<file path="src/rtl/integer_calculator_unit_assert.svh">
// ---------------------------------------------------------------------------
// Assertion macros for the integer calculator unit
// Concurrent checks sampled on clk, disabled while arst_n is low.
// ---------------------------------------------------------------------------
`ifndef INTEGER_CALCULATOR_UNIT_ASSERT_SVH
`define INTEGER_CALCULATOR_UNIT_ASSERT_SVH

`ifndef ASSERT_OFF
// expr holds at every edge
`define ICU_ASSERT_HOLDS(lbl, expr, msg) \
	lbl: assert property (@(posedge clk) disable iff (!arst_n) (expr)) else $error(msg);
// ante implies cons in the same cycle
`define ICU_ASSERT_IMPLY(lbl, ante, cons, msg) \
	lbl: assert property (@(posedge clk) disable iff (!arst_n) (ante) |-> (cons)) else $error(msg);
// ante implies cons in the next cycle
`define ICU_ASSERT_NEXT(lbl, ante, cons, msg) \
	lbl: assert property (@(posedge clk) disable iff (!arst_n) (ante) |=> (cons)) else $error(msg);
`else
`define ICU_ASSERT_HOLDS(lbl, expr, msg)
`define ICU_ASSERT_IMPLY(lbl, ante, cons, msg)
`define ICU_ASSERT_NEXT(lbl, ante, cons, msg)
`endif

`endif

</file>
<file path="src/rtl/icu_pkg.sv">
// ---------------------------------------------------------------------------
// icu_pkg
// Opcodes and constants of the integer calculator unit.
// ---------------------------------------------------------------------------
`timescale 1ns / 1ps

package icu_pkg;

	// request opcodes
	typedef enum logic [2:0] {
		OP_ADD   = 3'd0,
		OP_SUB   = 3'd1,
		OP_DIV   = 3'd2,
		OP_MUL   = 3'd3,
		OP_POW   = 3'd4,
		OP_FACT  = 3'd5,
		OP_DEC2  = 3'd6,
		OP_DEC8  = 3'd7
	} op_t;

	localparam int WORD_BITS_DEF = 32;  // internal arithmetic width
	localparam int OPERAND_BITS  = 32;
	localparam int RESULT_BITS   = 32;
	localparam int OP_BITS       = 3;

	localparam int MUL_DIGIT     = 16;  // multiplier bits retired per cycle
	localparam int DEC_RADIX     = 10;
	localparam int DEC_CHUNK     = 8;   // dividend bits per divide-by-ten step
	localparam int REM10_BITS    = 4;   // remainder of a divide by ten
	localparam int BASE2_SHIFT   = 1;
	localparam int BASE8_SHIFT   = 3;

endpackage

</file>
<file path="src/rtl/integer_calculator_unit.sv">
// ---------------------------------------------------------------------------
// integer_calculator_unit
// Sequenced integer ALU: add, sub, div, mul, power, factorial, digit convert.
// ---------------------------------------------------------------------------
// Usage:
//   Input words arrive on s_axis: tdata = {operand_b, operand_a}, tuser = opcode.
//   One result word leaves on m_axis: tdata = result, tuser = divide-by-zero flag.
//   s_axis_tready is high only while the sequencer is idle; one word in flight.
// Path from accept to m_axis_tvalid (W = WORD_BITS, MD = min(W,16)):
//   add, sub, trivial cases ........ straight to the done state
//   div ............................ one quotient bit per cycle, then the done state
//   mul ............................ one multiply, then the power state hands back the product
//   power .......................... up to 2 multiplies per exponent bit
//   factorial ...................... one multiply per factor, stops once product is 0
//   digit convert .................. divide-by-ten steps of 8 bits, then an accumulate step, per decimal digit
// Mul, power and factorial run through one shared W x MD multiply-accumulate unit; the
//   multiplier operand is retired MD bits per cycle and stops early when the
//   rest of it is zero. This unit and the bit-serial divider set the rate.
// Reset (arst_n low) drops m_axis_tvalid and returns the sequencer to idle.
// The result register decouples the two sides: a new word is accepted while
//   a finished result waits; if m_axis stalls the next result waits in the
//   sequencer until the result register frees up.
// ---------------------------------------------------------------------------
`timescale 1ns / 1ps

module integer_calculator_unit #(
	parameter int WORD_BITS = icu_pkg::WORD_BITS_DEF
) (
	input  logic                                    clk,
	input  logic                                    arst_n,
	// slave side
	input  logic                                    s_axis_tvalid,
	output logic                                    s_axis_tready,
	// [31:0] operand_a, [63:32] operand_b
	input  logic [2*icu_pkg::OPERAND_BITS-1:0]      s_axis_tdata,
	// [2:0] req_type
	input  logic [icu_pkg::OP_BITS-1:0]             s_axis_tuser,
	// master side
	output logic                                    m_axis_tvalid,
	input  logic                                    m_axis_tready,
	// [31:0] result_value
	output logic [icu_pkg::RESULT_BITS-1:0]         m_axis_tdata,
	// [0] div_by_zero
	output logic [0:0]                              m_axis_tuser
);

	localparam int W         = WORD_BITS;
	localparam int OB        = icu_pkg::OPERAND_BITS;
	localparam int RB        = icu_pkg::RESULT_BITS;
	localparam int MD        = (W < icu_pkg::MUL_DIGIT) ? W : icu_pkg::MUL_DIGIT;
	localparam int CHUNK     = icu_pkg::DEC_CHUNK;
	localparam int DIV_STEPS = (W + CHUNK - 1) / CHUNK;
	localparam int DW        = DIV_STEPS * CHUNK;
	localparam int RW        = icu_pkg::REM10_BITS;
	localparam int CNT_W     = $clog2(W);

	typedef enum logic [2:0] {
		S_IDLE,
		S_MUL,
		S_POW,
		S_FACT,
		S_DIV,
		S_CONV_DIV,
		S_CONV_ACC,
		S_DONE
	} state_t;

	typedef enum logic {
		DST_ACC,
		DST_BASE
	} dst_t;

	state_t          state_q, mul_ret_q;
	dst_t            mul_dst_q;
	icu_pkg::op_t    op_q;

	// shared multiply-accumulate unit
	logic [W-1:0]    mc_q, mp_q, prod_q;
	// power / factorial / conversion working set
	logic [W-1:0]    acc_q, base_q, exp_q, wgt_q;
	logic            sq_q, base8_q;
	// divider
	logic [W-1:0]    rem_q, quo_q, dvs_q;
	logic            neg_q;
	logic [CNT_W-1:0] cnt_q;
	// divide by ten
	logic [DW-1:0]   dv_q;
	logic [RW-1:0]   r10_q;
	// result
	logic [W-1:0]    res_q;
	logic            err_q;
	logic            out_valid_q;
	logic [RB-1:0]   out_data_q;
	logic            out_err_q;

	// input decode
	icu_pkg::op_t    op_in;
	logic [W-1:0]    a_in, b_in, a_abs, b_abs;
	logic            a_np, b_np, accept;

	assign op_in  = icu_pkg::op_t'(s_axis_tuser);
	assign a_in   = W'(signed'(s_axis_tdata[OB-1:0]));
	assign b_in   = W'(signed'(s_axis_tdata[2*OB-1:OB]));
	assign a_abs  = a_in[W-1] ? (W'(0) - a_in) : a_in;
	assign b_abs  = b_in[W-1] ? (W'(0) - b_in) : b_in;
	assign a_np   = (a_in == '0) || a_in[W-1];
	assign b_np   = (b_in == '0) || b_in[W-1];
	assign accept = s_axis_tvalid && s_axis_tready;

	// multiply-accumulate step
	logic [W+MD-1:0] mul_part;
	logic [W-1:0]    mul_sum, mp_next;
	logic            mul_last;

	assign mul_part = mc_q * mp_q[MD-1:0];
	assign mul_sum  = prod_q + mul_part[W-1:0];
	assign mp_next  = mp_q >> MD;
	assign mul_last = (mp_next == '0);

	// restoring divide step
	logic [W:0]      div_sh, div_diff;
	logic            div_ge;
	logic [W-1:0]    rem_n, quo_n;

	assign div_sh   = {rem_q, quo_q[W-1]};
	assign div_diff = div_sh - {1'b0, dvs_q};
	assign div_ge   = !div_diff[W];
	assign rem_n    = div_ge ? div_diff[W-1:0] : div_sh[W-1:0];
	assign quo_n    = {quo_q[W-2:0], div_ge};

	// divide by ten, CHUNK bits per cycle
	logic [RW-1:0]   d10_rem;
	logic [RW:0]     d10_sh;
	logic [CHUNK-1:0] d10_qb;
	logic [DW-1:0]   dv_n;

	always_comb begin
		d10_rem = r10_q;
		d10_qb  = '0;
		d10_sh  = '0;
		for (int k = 0; k < CHUNK; k++) begin
			d10_sh = {d10_rem, dv_q[DW-1-k]};
			if (d10_sh >= (RW+1)'(icu_pkg::DEC_RADIX)) begin
				d10_rem = RW'(d10_sh - (RW+1)'(icu_pkg::DEC_RADIX));
				d10_qb[CHUNK-1-k] = 1'b1;
			end else begin
				d10_rem = d10_sh[RW-1:0];
			end
		end
	end

	assign dv_n = (dv_q << CHUNK) | DW'(d10_qb);

	// digit accumulate
	logic [W+RW-1:0] dig_prod;
	logic [W-1:0]    conv_acc_n, wgt_n;

	assign dig_prod   = r10_q * wgt_q;
	assign conv_acc_n = acc_q + dig_prod[W-1:0];
	assign wgt_n      = base8_q ? (wgt_q << icu_pkg::BASE8_SHIFT)
	                            : (wgt_q << icu_pkg::BASE2_SHIFT);

	logic [RB-1:0]   res_out;
	assign res_out = RB'(signed'(res_q));

	always_ff @(posedge clk or negedge arst_n) begin
		if (!arst_n) begin
			state_q     <= S_IDLE;
			mul_ret_q   <= S_POW;
			mul_dst_q   <= DST_ACC;
			op_q        <= icu_pkg::OP_ADD;
			mc_q        <= '0;
			mp_q        <= '0;
			prod_q      <= '0;
			acc_q       <= '0;
			base_q      <= '0;
			exp_q       <= '0;
			wgt_q       <= '0;
			sq_q        <= 1'b0;
			base8_q     <= 1'b0;
			rem_q       <= '0;
			quo_q       <= '0;
			dvs_q       <= '0;
			neg_q       <= 1'b0;
			cnt_q       <= '0;
			dv_q        <= '0;
			r10_q       <= '0;
			res_q       <= '0;
			err_q       <= 1'b0;
			out_valid_q <= 1'b0;
			out_data_q  <= '0;
			out_err_q   <= 1'b0;
		end else begin
			// the done state reloads the result register on its own
			if (out_valid_q && m_axis_tready && (state_q != S_DONE)) begin
				out_valid_q <= 1'b0;
			end

			unique case (state_q)
				S_IDLE: begin
					if (accept) begin
						op_q  <= op_in;
						err_q <= 1'b0;
						unique case (op_in)
							icu_pkg::OP_ADD: begin
								res_q   <= a_in + b_in;
								state_q <= S_DONE;
							end
							icu_pkg::OP_SUB: begin
								res_q   <= a_in - b_in;
								state_q <= S_DONE;
							end
							icu_pkg::OP_DIV: begin
								if (b_in == '0) begin
									res_q   <= '0;
									err_q   <= 1'b1;
									state_q <= S_DONE;
								end else begin
									quo_q   <= a_abs;
									dvs_q   <= b_abs;
									rem_q   <= '0;
									neg_q   <= a_in[W-1] ^ b_in[W-1];
									cnt_q   <= '0;
									state_q <= S_DIV;
								end
							end
							icu_pkg::OP_MUL: begin
								// power loop with a zero exponent just hands back acc
								mc_q      <= a_in;
								mp_q      <= b_in;
								prod_q    <= '0;
								mul_dst_q <= DST_ACC;
								mul_ret_q <= S_POW;
								exp_q     <= '0;
								state_q   <= S_MUL;
							end
							icu_pkg::OP_POW: begin
								if (b_np || b_in == W'(1)) begin
									res_q   <= a_in;
									state_q <= S_DONE;
								end else begin
									acc_q   <= W'(1);
									base_q  <= a_in;
									exp_q   <= b_in;
									sq_q    <= 1'b0;
									state_q <= S_POW;
								end
							end
							icu_pkg::OP_FACT: begin
								if (a_np) begin
									res_q   <= W'(1);
									state_q <= S_DONE;
								end else begin
									acc_q   <= W'(1);
									base_q  <= a_in;   // upper factor
									exp_q   <= W'(1);  // next factor
									state_q <= S_FACT;
								end
							end
							icu_pkg::OP_DEC2,
							icu_pkg::OP_DEC8: begin
								if (a_np) begin
									res_q   <= '0;
									state_q <= S_DONE;
								end else begin
									dv_q    <= DW'(a_in);
									r10_q   <= '0;
									cnt_q   <= '0;
									acc_q   <= '0;
									wgt_q   <= W'(1);
									base8_q <= (op_in == icu_pkg::OP_DEC8);
									state_q <= S_CONV_DIV;
								end
							end
							default: begin
								state_q <= S_IDLE;
							end
						endcase
					end
				end

				S_MUL: begin
					prod_q <= mul_sum;
					mc_q   <= mc_q << MD;
					mp_q   <= mp_next;
					if (mul_last) begin
						if (mul_dst_q == DST_ACC) begin
							acc_q <= mul_sum;
						end else begin
							base_q <= mul_sum;
						end
						state_q <= mul_ret_q;
					end
				end

				S_POW: begin
					if (exp_q == '0) begin
						res_q   <= acc_q;
						state_q <= S_DONE;
					end else if (exp_q[0] && !sq_q) begin
						mc_q      <= acc_q;
						mp_q      <= base_q;
						prod_q    <= '0;
						mul_dst_q <= DST_ACC;
						mul_ret_q <= S_POW;
						sq_q      <= 1'b1;
						state_q   <= S_MUL;
					end else if ((exp_q >> 1) == '0) begin
						// last exponent bit done, final square is not needed
						res_q   <= acc_q;
						state_q <= S_DONE;
					end else begin
						mc_q      <= base_q;
						mp_q      <= base_q;
						prod_q    <= '0;
						mul_dst_q <= DST_BASE;
						mul_ret_q <= S_POW;
						exp_q     <= exp_q >> 1;
						sq_q      <= 1'b0;
						state_q   <= S_MUL;
					end
				end

				S_FACT: begin
					if (acc_q == '0 || exp_q > base_q) begin
						res_q   <= acc_q;
						state_q <= S_DONE;
					end else begin
						mc_q      <= acc_q;
						mp_q      <= exp_q;
						prod_q    <= '0;
						mul_dst_q <= DST_ACC;
						mul_ret_q <= S_FACT;
						exp_q     <= exp_q + W'(1);
						state_q   <= S_MUL;
					end
				end

				S_DIV: begin
					rem_q <= rem_n;
					quo_q <= quo_n;
					cnt_q <= cnt_q + CNT_W'(1);
					if (cnt_q == CNT_W'(W - 1)) begin
						res_q   <= neg_q ? (W'(0) - quo_n) : quo_n;
						state_q <= S_DONE;
					end
				end

				S_CONV_DIV: begin
					dv_q  <= dv_n;
					r10_q <= d10_rem;
					cnt_q <= cnt_q + CNT_W'(1);
					if (cnt_q == CNT_W'(DIV_STEPS - 1)) begin
						state_q <= S_CONV_ACC;
					end
				end

				S_CONV_ACC: begin
					// dv_q now holds the quotient, r10_q the digit
					acc_q <= conv_acc_n;
					wgt_q <= wgt_n;
					r10_q <= '0;
					cnt_q <= '0;
					if (dv_q[W-1:0] == '0) begin
						res_q   <= conv_acc_n;
						state_q <= S_DONE;
					end else begin
						state_q <= S_CONV_DIV;
					end
				end

				S_DONE: begin
					if (!out_valid_q || m_axis_tready) begin
						out_valid_q <= 1'b1;
						out_data_q  <= res_out;
						out_err_q   <= err_q;
						state_q     <= S_IDLE;
					end
				end

				default: begin
					state_q <= S_IDLE;
				end
			endcase
		end
	end

	assign s_axis_tready = (state_q == S_IDLE);
	assign m_axis_tvalid = out_valid_q;
	assign m_axis_tdata  = out_data_q;
	assign m_axis_tuser  = out_err_q;

	`include "integer_calculator_unit_assert.svh"

	`ICU_ASSERT_IMPLY(a_err_zero, m_axis_tvalid && m_axis_tuser[0], m_axis_tdata == '0, "error word carries nonzero data")
	`ICU_ASSERT_NEXT(a_busy_after_accept, accept, !s_axis_tready, "ready after accept")
	`ICU_ASSERT_IMPLY(a_out_from_done, $rose(out_valid_q), $past(state_q == S_DONE), "result loaded outside done")
	`ICU_ASSERT_IMPLY(a_err_div_only, state_q == S_DONE && err_q, op_q == icu_pkg::OP_DIV, "error flag on non-divide")
	`ICU_ASSERT_IMPLY(a_mul_return, state_q == S_MUL, mul_ret_q == S_POW || mul_ret_q == S_FACT, "bad multiply return")

endmodule
</file>
<file path="config.mk">
export PLATFORM = sky130hd
export DESIGN_NAME = integer_calculator_unit
export DESIGN_NICKNAME = d
export VERILOG_FILES = /design/src/rtl/icu_pkg.sv /design/src/rtl/integer_calculator_unit.sv
export VERILOG_INCLUDE_DIRS = /design/src /design/src/rtl
export SDC_FILE = /design/constraint.sdc
export NUM_CORES = 2
export LEC_CHECK = 0
export BUFFER_PORTS_ARGS = -buffer_cell sky130_fd_sc_hd__buf_4
export CORE_MARGIN = 1.5
export CORE_UTILIZATION = 45
export DETAILED_ROUTE_END_ITERATION = 8
export GPL_TIMING_DRIVEN = 0
export PLACE_DENSITY = 0.72
export SETUP_SLACK_MARGIN = 0.4
export SKIP_LAST_GASP = 1
export SYNTH_ARGS = -nofsm -noshare
export SYNTH_HDL_FRONTEND = slang
export SYNTH_SLANG_ARGS = --single-unit
</file>
<file path="constraint.sdc">
create_clock -name clk -period 7.9 [get_ports clk]
set_input_delay 2.37 -clock clk [delete_from_list [all_inputs] [get_ports clk]]
set_output_delay 2.37 -clock clk [all_outputs]
set_load 0.01 [all_outputs]
</file>
==> flow_summary_export.csv <==
group,metric,value,unit
worst_setup_path,start_kind,"register",
routing,via_per_inst,6.127,
synth,synth_top_family_by_area,"adder cells",
synth,yosys.area_share.adder,24.94,%
sta,fin_crit,7.323,ns
global_routing,grt_usage,34.90,%
routing,ant_nets,0,
global_routing,gr-max-usage-layer,"met2",
sta,final.period_utilization,92.70,%
synth,synth.avg_cell_area,8.389,sq um
synth,yosys_warnings,0,
synth,synthArstFlopShare,100.0,%
global_routing,grt_use_met1,47.49,%
sta,slew_violations,0,
synth,synth_mux_area_share,3.762,%
global_routing,antenna_found_initial,8,
synth,ys_seq_elements,436,
synth,ys_seq_area_share,24.43,%
sta,rsz0062_at_grt,"false",
synth,synth_edf_count,0,
synth,synth-xor-area-share,4.706,%
sta,hold_viol_final,0,
status,outcome,"finished clean",
placement,routabilityCongestion,1.016,
placement,port_buffers,86,
placement,post-place-cells,6703,
finish,fin_cells,6834,
finish,layout.area.seq,10910,sq um
sta,fmax,0.1365,GHz
sta,fin_ws,0.5765,ns
worst_setup_path,crit_top_cell,"ha_4",
routing,first_iter_violations,4866,
clock_network,root_buffer,"clkbuf_16",
routing,via_count,41870,
worst_setup_path,max_stage_delay,0.40,ns
finish,num-fill-cells,9333,
floorplanning,rows,115,
synth,syn-cell-area,44660,sq um
hold_path,hold_path_class,"register to register",
floorplanning,initial_core_util,45.38,%
clock_network,clk_pin_slew_worst_paths,0.06,ns
synth,synth_compound_area_share,17.24,%
synth,synthCells,5324,
floorplanning,dieArea,101100,sq um
finish,nNetsFinal,6211,
synth,synth-main-ff-cell,"dfrtp_1",
clock_network,clockBufferDepth,3,
routing,wl_per_cell,26.18,um
sta,hold_ws,0.4784,ns
finish,multi_input_area,30770,sq um
sta,tns,0,ns
floorplanning,fp.dieH,318.0,um
global_routing,grt_pass1_wl,265400,um
sta,setup_viol,0,
clock_network,worstSkewPairLatency,0.66,ns
worst_setup_path,arrival,7.86,ns
clock_network,cts_tree,"built",
global_routing,grt_max_degree,112,
floorplanning,dieWidth,318.0,um
floorplanning,core,98420,sq um
run,cap_violations,0,
global_routing,grt_pass1_vias,40670,
sta,slew_headroom,8.991,%
clock_network,cts_buffers,51,
worst_setup_path,slowest_stage,"dfrtp_2",
placement,dp_slack,-1.409,ns
clock_network,cts.hold.buffers_added,0,
sta,clock_skew,0.04290,ns
finish,syn_to_final_growth,11.92,%
worst_setup_path,worstPathRequired,8.44,ns
synth,syn_nets,6032,
routing,detail_route.first_pass.iterations,9,
global_routing,overflow,0,
finish,layout-drive-gt1-share,7.735,%
clock_network,cts.sink_count,436,
sta,tightest_slew,1.355,ns
synth,yosysUniqueCellTypes,89,
global_routing,met3_usage,8.343,%
worst_setup_path,criticalPathCategory,"register to register",
routing,routed_wl,178900,um
clock_network,cts_htree_levels,2,
floorplanning,ios,106,
placement,hpwlAfterDp,139100,um
worst_setup_path,end_kind,"register",
global_routing,grt_util_met2,51.21,%
routing,drt_drc_violations_left,0,
worst_setup_path,worstPathMaxFanout,9,
synth,synth-simple-area-share,17.22,%
[metrics by stage]
| stage | util [%] | instance area (sq um) |
|---|---|---|
| 2_1_floorplan | - | 44700 |
| 3_3_place_gp | 47.71 | 46950 |
| 3_5_place_dp | 47.85 | 47090 |
| 4_1_cts | 50.37 | 49570 |
| 5_1_grt | 50.79 | 49980 |
| 6_report | 50.79 | 49990 |
[cell families after synthesis]
group                    count (synthesis)
multiplexers                           161
AO/OA/AOI/OAI                         1225
XOR/XNOR                               240
adder cells (fa/ha/maj)                637
buffers and inverters                  914
flip-flops                             436
AND/OR/NAND/NOR                       1711
[worst max-delay path: cells and delay by family (launching register included)]
kind	cells	cell delay (ns)
AOI/OAI and AO/OA	20	3.35
buffers and inverters	7	0.58
and+or+nand+nor	9	1.32
adders and majority gates	8	1.54
DFF	1	0.40
[layer usage]
| metal | part of all wire (%) | vias to the layer above |
|---|---|---|
| li1 | - | 18220 |
| met1 | 40 | 20700 |
| met2 | 42 | 2437 |
| met3 | 11 | 516 |
| met4 | 6.5 | 4 |
| met5 | 0.013 | - |
[state kept, by name (all words and copies together), names as in the netlist, 32 cells and up]
name / flops
m_axis_tdata: 32
dvs_q: 32
mp_q: 32
rem_q: 32
res_out: 32
quo_q: 32
acc_q: 32
mc_q: 32
dv_q: 32
base_q: 32
wgt_q: 32
prod_q: 32
exp_q: 32
[worst paths after layout]
| check | cells past startpoint | slack, ns | end | start |
|---|---|---|---|---|
| worst max-delay path | 44 | 0.58 | r10_q[1]$_DFFE_PN0P_ | r10_q[1]$_DFFE_PN0P_ |
| worst min-delay path | 1 | 0.48 | res_out[9]$_DFFE_PN0P_ | res_out[9]$_DFFE_PN0P_ |
| worst max register to register | 44 | 0.58 | r10_q[1]$_DFFE_PN0P_ | r10_q[1]$_DFFE_PN0P_ |
| worst min register to register | 1 | 0.48 | res_out[9]$_DFFE_PN0P_ | res_out[9]$_DFFE_PN0P_ |
| max in group asynchronous | 5 | 3.89 | mc_q[19]$_DFFE_PN0P_ | arst_n |
| min in group asynchronous | 1 | 1.74 | dv_q[17]$_DFFE_PN0P_ | arst_n |
[final cells by class]
cell class / count / area share (%)
sequential: 436 / 21.83
clock inverter: 32 / 0.9712
antenna: 1 / 0.005006
buffer: 347 / 3.201
clock buffer: 64 / 2.874
inverter: 567 / 4.273
tap: 1287 / 3.222
timing repair buffer: 126 / 2.065
multi-input combinational: 3974 / 61.55
[synth_stat cells (37+ instances only)]
master	count	area (sq um)
nand3_1	48	240.2
nand2b_1	45	281.5
nor4_1	40	250.2
a21o_1	65	488.0
a21oi_1	308	1541
mux2i_1	117	1171
clkbuf_1	320	1201
nor2_1	341	1280
xor2_1	116	1016
o22ai_1	60	375.4
a221oi_1	45	394.1
inv_1	565	2121
o31ai_1	49	367.9
and3_1	37	231.5
dfrtp_1	436	10910
nor3_1	73	365.4
and2_1	145	907.1
xnor2_1	124	1086
ha_1	215	2690
o21ai_0	373	1867
mux2_2	41	461.7
nand2_1	834	3131
a31oi_1	49	306.5
fa_1	422	8448
[placed cells by master, fill, tap and decap left out, drive strengths merged, types with 13 or more instances in the layout]
cell type,count
nor2,342
nand2,834
a211oi,20
clkbuf,369
a21o,65
a31oi,50
and2,145
ha,215
inv,569
o211ai,19
or3,35
o41ai,19
nand4,21
nand2b,45
dfrtp,436
o21a,33
mux2,42
a22oi,16
xnor2,124
o22ai,60
fa,422
buf,168
xor2,116
a222oi,31
o21ai,380
o31ai,49
or2,13
mux2i,119
and3,37
or4,14
o21bai,15
nand3,48
a21oi,309
a221oi,45
a21boi,13
a22o,17
nor3,73
nor4,40
nor2b,35
[timing repair]
item / in CTS / in global routing
pin swaps: 15 / 33
gates resized for setup: 154 / 87
setup buffers: 14 / 19
setup endpoints to repair: 48 / 31
Power is left out: the tool's default activity adds up to more than one toggle a clock period on the data nets, which glitch-free logic cannot reach.
